File: config.mk
export PLATFORM = sky130hd
export DESIGN_NAME = nnpo_cell
export DESIGN_NICKNAME = d
export VERILOG_FILES = /design/src/hw/rtl/nearest_neighbour_point_ordering_unit_defines.svh /design/src/hw/rtl/nnpo_pkg.sv /design/src/hw/rtl/nnpo_cell.sv
export SDC_FILE = /design/constraint.sdc
export NUM_CORES = 2
export LEC_CHECK = 0
export BUFFER_PORTS_ARGS = -buffer_cell sky130_fd_sc_hd__buf_4
export CAP_MARGIN = 0
export CORE_UTILIZATION = 43
export CTS_CLUSTER_SIZE = 25
export DETAILED_ROUTE_END_ITERATION = 7
export GPL_TIMING_DRIVEN = 0
export PLACE_DENSITY_LB_ADDON = 0.08
export SYNTH_ARGS = -nofsm -noshare
export SYNTH_HDL_FRONTEND = slang
export SYNTH_SLANG_ARGS = --single-unit
File: constraint.sdc
create_clock -name clk -period 28.8 [get_ports clk]
set_input_delay 2.88 -clock clk [delete_from_list [all_inputs] [get_ports clk]]
set_output_delay 2.88 -clock clk [all_outputs]
set_load 0.02 [all_outputs]
File: src/hw/rtl/nearest_neighbour_point_ordering_unit_defines.svh
// ----------------------------------------------------------------------------
// nearest_neighbour_point_ordering_unit_defines
// assertion macros for the point ordering unit
// ----------------------------------------------------------------------------
`ifndef NEAREST_NEIGHBOUR_POINT_ORDERING_UNIT_DEFINES_SVH
`define NEAREST_NEIGHBOUR_POINT_ORDERING_UNIT_DEFINES_SVH

// implication checked on every edge outside reset
`define NNPO_ASSERT_IMPL(label, ante, cons, msg) \
  label: assert property (@(posedge clk) disable iff (!rst_n) (ante) |-> (cons)) \
    else $error(msg);

// next-cycle implication checked outside reset
`define NNPO_ASSERT_NEXT(label, ante, cons, msg) \
  label: assert property (@(posedge clk) disable iff (!rst_n) (ante) |=> (cons)) \
    else $error(msg);

`endif

File: src/hw/rtl/nnpo_pkg.sv
// ----------------------------------------------------------------------------
// nnpo_pkg
// shared constants and types of the point ordering unit
// ----------------------------------------------------------------------------
package nnpo_pkg;

  localparam int unsigned MaxPointsDef = 64;
  localparam int unsigned CoordBitsDef = 24;
  localparam int unsigned IdxW         = 6;
  localparam int unsigned CfgIdxW      = 2;
  localparam int unsigned CfgDataW     = 24;

  localparam logic [CfgIdxW-1:0] CfgStartX = 2'd0;
  localparam logic [CfgIdxW-1:0] CfgStartY = 2'd1;
  localparam logic [CfgIdxW-1:0] CfgStartZ = 2'd2;

  typedef enum logic [2:0] {
    ST_LOAD,
    ST_SEED,
    ST_SCAN,
    ST_WAIT,
    ST_EMIT
  } nnpo_state_t;

  // control from the sequencer to every cell
  typedef struct packed {
    logic load;   // store the incoming point in the cell picked by load_sel
    logic clear;  // drop all points and visited marks
    logic seed;   // take the reference point from the start position
    logic visit;  // mark the winner and make it the new reference
  } nnpo_ctrl_t;

endpackage

File: src/hw/rtl/nnpo_cell.sv
// ----------------------------------------------------------------------------
// nnpo_cell
// one point cell: stores a point, squares its distance to the reference
// point and folds it into the running minimum passed along the chain
// ----------------------------------------------------------------------------
module nnpo_cell #(
  parameter int unsigned CoordBits = nnpo_pkg::CoordBitsDef,
  parameter int unsigned IdxBits   = nnpo_pkg::IdxW,
  parameter int unsigned DistBits  = 2 * CoordBits + 4
) (
  input  logic                        clk,
  input  logic                        rst_n,
  input  nnpo_pkg::nnpo_ctrl_t        ctrl,
  input  logic                        load_sel,
  input  logic [IdxBits-1:0]          my_idx,
  input  logic signed [CoordBits-1:0] pt_x,
  input  logic signed [CoordBits-1:0] pt_y,
  input  logic signed [CoordBits-1:0] pt_z,
  input  logic signed [CoordBits-1:0] ref_x,
  input  logic signed [CoordBits-1:0] ref_y,
  input  logic signed [CoordBits-1:0] ref_z,
  input  logic [IdxBits-1:0]          win_idx,
  input  logic                        cmp_in_found,
  input  logic [DistBits-1:0]         cmp_in_dist,
  input  logic [IdxBits-1:0]          cmp_in_idx,
  output logic                        cmp_out_found,
  output logic [DistBits-1:0]         cmp_out_dist,
  output logic [IdxBits-1:0]          cmp_out_idx,
  output logic signed [CoordBits-1:0] cur_x,
  output logic signed [CoordBits-1:0] cur_y,
  output logic signed [CoordBits-1:0] cur_z
);
  import nnpo_pkg::*;

  localparam int unsigned DiffBits = CoordBits + 1;
  localparam int unsigned SqBits   = 2 * DiffBits;

  logic signed [CoordBits-1:0] x_r, y_r, z_r;
  logic                        used_r, used_nxt;
  logic                        seen_r, seen_nxt;
  logic [SqBits-1:0]           sqx_r, sqy_r, sqz_r;
  logic                        cand_r;
  logic                        found_r;
  logic [DistBits-1:0]         dist_r;
  logic [IdxBits-1:0]          idx_r;
  logic signed [DiffBits-1:0]  dx, dy, dz;
  logic [DistBits-1:0]         my_dist;
  logic                        take;

  // point storage
  always_ff @(posedge clk) begin
    if (ctrl.load && load_sel) begin
      x_r <= pt_x;
      y_r <= pt_y;
      z_r <= pt_z;
    end
  end

  // occupancy and visited marks
  always_comb begin
    used_nxt = used_r;
    seen_nxt = seen_r;
    if (ctrl.clear) begin
      used_nxt = 1'b0;
      seen_nxt = 1'b0;
    end else if (ctrl.load && load_sel) begin
      used_nxt = 1'b1;
    end else if (ctrl.visit && win_idx == my_idx) begin
      seen_nxt = 1'b1;
    end
  end

  always_ff @(posedge clk) begin
    if (!rst_n) begin
      used_r <= 1'b0;
      seen_r <= 1'b0;
    end else begin
      used_r <= used_nxt;
      seen_r <= seen_nxt;
    end
  end

  // squared axis differences, one multiplier per axis
  assign dx = DiffBits'(x_r) - DiffBits'(ref_x);
  assign dy = DiffBits'(y_r) - DiffBits'(ref_y);
  assign dz = DiffBits'(z_r) - DiffBits'(ref_z);

  always_ff @(posedge clk) begin
    sqx_r  <= SqBits'(dx * dx);
    sqy_r  <= SqBits'(dy * dy);
    sqz_r  <= SqBits'(dz * dz);
    cand_r <= used_r && !seen_r;
  end

  assign my_dist = DistBits'(sqx_r) + DistBits'(sqy_r) + DistBits'(sqz_r);

  // strict less keeps the lower index on ties
  assign take = cand_r && (!cmp_in_found || my_dist < cmp_in_dist);

  always_ff @(posedge clk) begin
    found_r <= cmp_in_found || cand_r;
    dist_r  <= take ? my_dist : cmp_in_dist;
    idx_r   <= take ? my_idx : cmp_in_idx;
  end

  assign cmp_out_found = found_r;
  assign cmp_out_dist  = dist_r;
  assign cmp_out_idx   = idx_r;

  // winner coordinates for the next reference
  assign cur_x = x_r;
  assign cur_y = y_r;
  assign cur_z = z_r;

endmodule

-- Yosys cells after proc, flatten, opt, wreduce, memory -nomap -nowiden
Index checks and enable logic that the tools add are counted.
- input port bits: 222
- RAM bits: 0
- bits in read-only memories: 0
- register bits after elaboration: 284
- memories: 0
- latch bits: 0
- output and inout port bits: 131
- word-level logic and storage cells: 36
- add/subtract/negate cells: 5
- div/mod/pow operators: 0
- reductions and logical operators: 10
- equal/unequal tests: 1
- bitwise gates (word level): 2
- multipliers: 3
- magnitude comparators: 1
- shift operators: 0
- multiplexer cells: 2
- operator list (cell ; count):
    multiplier 25 x 25 -> 50 bit ; 3
    subtractor 24 x 24 -> 25 bit ; 3
    adder 51 x 50 -> 52 bit ; 1
    less-than comparator 52 bit ; 1
    2-to-1 mux 52 bit ; 1
    adder 50 x 50 -> 51 bit ; 1
    equality test 6 bit ; 1
    2-to-1 mux 6 bit ; 1
    logical AND 1 bit ; 4
    zero test 1 bit ; 2
    logical OR 1 bit ; 2
    NOT 1 bit ; 2
    AND reduction 2 bit ; 1
    OR reduction 2 bit ; 1

-- Logic depth before layout (Yosys ltp)
- depth in word-level cells: 6
- gate-level depth with buffers: 41
- gate-level depth less buffers: 39

-- Worst setup path after synthesis
OpenSTA, ideal clock, no wires.
- path kind: in2reg
- start point: in ref_y[0]
- end point: reg sqy_r[49]
- data arrival time: 11408 ps
- data required time: 28674 ps
- library setup time: 126 ps
- path slack: 17266 ps
- stages on the path: 35
- path buffers: 3
- cell sequence: ha_1 > inv_1 > fa_1 > a21o_1 > a211oi_2 > nor4_1 > o21ai_1 > a21oi_1 > nor4_1 > nor2_1 > o21ai_2 > inv_2 > buf_2 > buf_1 > nor2_1 > fa_1 > fa_1 > inv_1 > fa_1 > inv_1 > fa_1 > fa_1 > fa_1 > fa_1 > ha_1 > clkbuf_1 > a21o_1 > a21o_1 > a21oi_1 > nor2b_1 > o21a_1 > o21ai_0 > a21boi_0 > a311oi_1 > xnor2_1
- cells in the longest elaborated chain, start to end: 2
- RTL lines (item ; line ; RTL):
    from (decl) ; nnpo_cell.sv:20 ; input logic signed [CoordBits-1:0] ref_y,
    subtractor 24 x 24 -> 25 bit ; nnpo_cell.sv:85 ; assign dy = DiffBits'(y_r) - DiffBits'(ref_y);
    multiplier 25 x 25 -> 50 bit ; nnpo_cell.sv:90 ; sqy_r <= SqBits'(dy * dy);
    to (signal assigned) ; nnpo_cell.sv:90 ;
    to (decl) ; nnpo_cell.sv:41 ; logic [SqBits-1:0] sqx_r, sqy_r, sqz_r;
No other way between the ends.
A chain may end at the register's enable or synchronous reset.

-- Worst setup path in the final report
- start point: in ref_x[1]
- end point: reg sqx_r[48]
- cells in the longest elaborated chain, start to end: 2
- RTL lines (item ; line ; RTL):
    from (decl) ; nnpo_cell.sv:19 ; input logic signed [CoordBits-1:0] ref_x,
    subtractor 24 x 24 -> 25 bit ; nnpo_cell.sv:84 ; assign dx = DiffBits'(x_r) - DiffBits'(ref_x);
    multiplier 25 x 25 -> 50 bit ; nnpo_cell.sv:89 ; sqx_r <= SqBits'(dx * dx);
    to (signal assigned) ; nnpo_cell.sv:89 ;
    to (decl) ; nnpo_cell.sv:41 ;
No other way between the ends.

==> results.tsv <==
stage	metric	value	unit
routing	via count	54096	
sta	Slew Limit Fails	1	
routing	Via density	5.122	
routing	initial DRC count	3344	
sta	Rel. slew slack	-0.3246	%
placed_design	# port buffers	351	
global_route	GRT overflow	0	
global_route	Total Routing Usage GR	29.43	%
worst_setup_path	reg2reg end	sqx_r[48]	
worst_setup_path	Worst R2R Path Depth	33	
synth	Synth Flop Type	dfxtp_1	
synth	Netlist cell types	98	
placed_design	DP HPWL	219100	um
sta	Hold WS	0.4290	ns
min_path	HP Class	reg -> reg	
worst_setup_path	CP Capture Type	register	
worst_setup_path	WP data required	29.19	ns
clock_network	CTS root buffer	clkbuf_16	
clock_network	worst-skew pair later-pin latency	0.70	ns
floorplan	FP Rows	153	
worst_setup_path	Critical Path Source Type	input port	
worst_setup_path	CP bufs+invs	9	
global_route	initial antenna violation count	14	
sta	Achievable Freq	0.06666	GHz
worst_setup_path	Top cell by count, worst path	fa_1	
floorplan	die footprint	0.1776	mm2
global_route	vias in the first global route	60097	
floorplan	die height	421.4	um
worst_setup_path	Crit Path Category	in -> reg	
floorplan	IO Count	353	
clock_network	Clock Path Buffers	3	
routing	Post-route DRC	0	
global_route	first-pass GRT wire length	384900	um
worst_setup_path	critical-path maximum fanout	10	
job	max_cap viols	2	
worst_setup_path	max incr delay on CP	0.97	ns
synth	Cells after Synth	7800	
sta	Worst-Margin Slew	1.494	ns
clock_network	Post-CTS Setup Bufs	0	
placed_design	gpl congestion	0.9593	
clock_network	post_cts resized	0	
floorplan	initial core utilization	43.41	%
synth	#FFs+latches synth	281	
worst_setup_path	slowest cell on the critical path	xnor2_1	
synth	EDFF count, synth	72	
sta	final setup vio count	0	
status	violated checks	max-capacitance violations, max-slew violations	
clock_network	H-tree levels	2	
worst_setup_path	RR Startpoint	cur_x[1]	
routing	Routed Antenna Nets	0	
finish	area grow syn2layout	9.382	%
worst_setup_path	CP arrival	15.40	ns
min_path	Hold EP	cand_r	
routing	routed len/inst	23.97	um
sta	TNS Setup	0	ns
finish	Fillers	16969	
clock_network	Num CTS Buffers	41	
synth	Ys Warns	0	
routing	Routed Wire Length	253100	um
synth	Syn Area/Cell	9.696	um2
clock_network	clk sinks	281	
global_route	largest net degree at the start of global routing	41	
synth	Netlist Area Pre-Place	0.07563	mm2
clock_network	clock slew seen by the registers of the worst setup and hold paths	0.05	ns
clock_network	cts-stage hold buffer count	0	
floorplan	chip width	421.4	um
min_path	Worst Hold Launch	seen_r	
sta	post-layout min period	15.00	ns
worst_setup_path	slack of the worst reg-to-reg path	15.74	ns
floorplan	Placeable Area	0.1742	mm2
sta	Max Clock Skew	0.09594	ns
status	outcome	complete, but fails checks	
placed_design	Post-DP Area	0.08134	mm2
finish	post-route cell area	0.08273	mm2
synth	sequential fraction of the synthesis area	8.391	%
finish	fin nets	10907	
clock_network	TritonCTS clock tree	done	
min_path	hold path cells	1	
sta	unrepaired setup endpoints after global routing	no	
finish	share of layout cells above drive strength 1	7.155	%
synth	asr flop ratio synth	0	%
sta	Hold Fails Final Rpt	0	
worst_setup_path	CP delay by family, top	adder cells	
routing	iteration count of the initial detailed-routing pass	6	
sta	Tcrit/Tclk final	52.09	%
-- how the worst max path moves through the flow --
stage	start	endpoint	slack, ns	depth (start not counted)
2_1_floorplan	ref_y[0]	sqy_r[49]	17.27	35
3_3_place_gp	ref_x[0]	sqx_r[47]	12.74	33
3_5_place_dp	ref_x[1]	sqx_r[48]	13.47	35
4_1_cts	ref_x[1]	sqx_r[48]	14.10	35
5_1_grt	ref_x[1]	sqx_r[48]	13.69	35
6_report	ref_x[1]	sqx_r[48]	13.80	35
-- through the flow --
stage,setup WS [ns],cells,util (%)
6_report,13.80,10561,47.49
5_1_grt,13.69,10557,47.48
4_1_cts,14.10,10557,47.48
3_5_place_dp,13.47,10482,46.69
3_3_place_gp,12.74,10477,46.60
2_1_floorplan,17.27,7801,-
-- synthesized netlist by cell type, types with 6 or more instances --
library cell,instances,area share (%)
edfxtp_1,72,2.9
a221oi_1,8,0.093
nand2_1,609,3.0
inv_2,18,0.089
o211a_1,6,0.079
clkbuf_1,148,0.73
o21bai_1,36,0.36
o21ai_0,119,0.79
nor4_1,8,0.066
o21ai_1,11,0.073
o211ai_1,19,0.19
o21a_1,38,0.38
ha_1,611,10
a211oi_1,18,0.18
and2_1,46,0.38
a31oi_1,27,0.22
buf_1,16,0.079
buf_2,24,0.16
nand3_1,58,0.38
nor2_1,615,3.1
nand4_1,37,0.31
xor2_1,92,1.1
nand2b_1,53,0.44
o22ai_1,7,0.058
a2111oi_0,8,0.093
clkinv_1,11,0.055
dfxtp_1,209,5.5
and4_1,8,0.093
nor2b_1,35,0.29
inv_1,2070,10
or3_1,13,0.11
xnor2_1,199,2.3
fa_1,1874,50
and3_1,20,0.17
o31ai_1,22,0.22
a21oi_1,237,1.6
mux2_2,56,0.83
a21boi_0,8,0.079
a21o_1,157,1.6
a211o_1,9,0.10
or2_2,9,0.074
nor3_1,36,0.24
-- logic make-up after synthesis --
| kind of cell | share of synthesized area, % |
|---|---|
| AOI/OAI and AO/OA | 7.099 |
| and+or+nand+nor | 8.925 |
| muxes | 0.9215 |
| DFF | 8.391 |
| buffers and inverters | 11.44 |
| xor gates and xnor gates | 3.499 |
| other | 0.009930 |
| adders and majority gates | 59.71 |
-- routing by layer --
metal	vias up	track usage (%)	share of wire, %
met5	-	0	0.0091
met4	4	10.38	4.1
met3	322	3.113	5.0
met2	1549	48.51	48
met1	28074	40.30	43
li1	24147	-	-
-- layout by cell type, fill, tap and decap left out, types with 24 or more instances in the layout --
cell type / synthesis / routed
inv_1: 2070 / 2070
fa_1: 1874 / 1874
nor2_1: 615 / 615
ha_1: 611 / 611
nand2_1: 609 / 609
buf_4: 1 / 352
a21oi_1: 237 / 237
dfxtp_1: 209 / 209
xnor2_1: 199 / 191
a21o_1: 157 / 157
clkbuf_1: 148 / 155
o21ai_0: 119 / 119
xor2_1: 92 / 89
edfxtp_1: 72 / 72
nand3_1: 58 / 58
mux2_2: 56 / 56
nand2b_1: 53 / 53
and2_1: 46 / 45
clkbuf_16: 0 / 42
o21a_1: 38 / 38
nand4_1: 37 / 37
nor3_1: 36 / 36
o21bai_1: 36 / 36
nor2b_1: 35 / 35
a31oi_1: 27 / 27
buf_2: 24 / 24
-- cell type report --
class	instances	area (um2)	share of cell area, %
inverter	2100	7888	9.535
buffer	191	765.7	0.9256
sequential	281	6346	7.671
tap	2325	2909	3.516
antenna	4	10.01	0.01210
clock inverter	23	250.2	0.3025
clock buffer	52	1119	1.352
timing repair buffer	356	2718	3.285
multi-input combinational	5229	60720	73.40
-- flip-flops by register name, summed over array words and instances (netlist names) --
signal	count
cmp_out_found	1
cmp_out_dist	52
cur_y	24
cur_z	24
sqx_r	49
cmp_out_idx	6
seen_r	1
cand_r	1
cur_x	24
sqz_r	49
sqy_r	49
used_r	1
-- worst reg2reg max path: cells and delay by family (launching register included) --
family / cells / cell delay, ns
AO/OA/AOI/OAI: 9 / 3.11
XOR/XNOR: 2 / 1.85
adder cells (fa/ha/maj): 9 / 4.13
buffers and inverters: 7 / 1.90
flip-flops: 1 / 0.45
AND/OR/NAND/NOR: 6 / 1.37
Power is not shown: default switching activity piles up to over one toggle a cycle in this logic, so the estimate is an artifact.
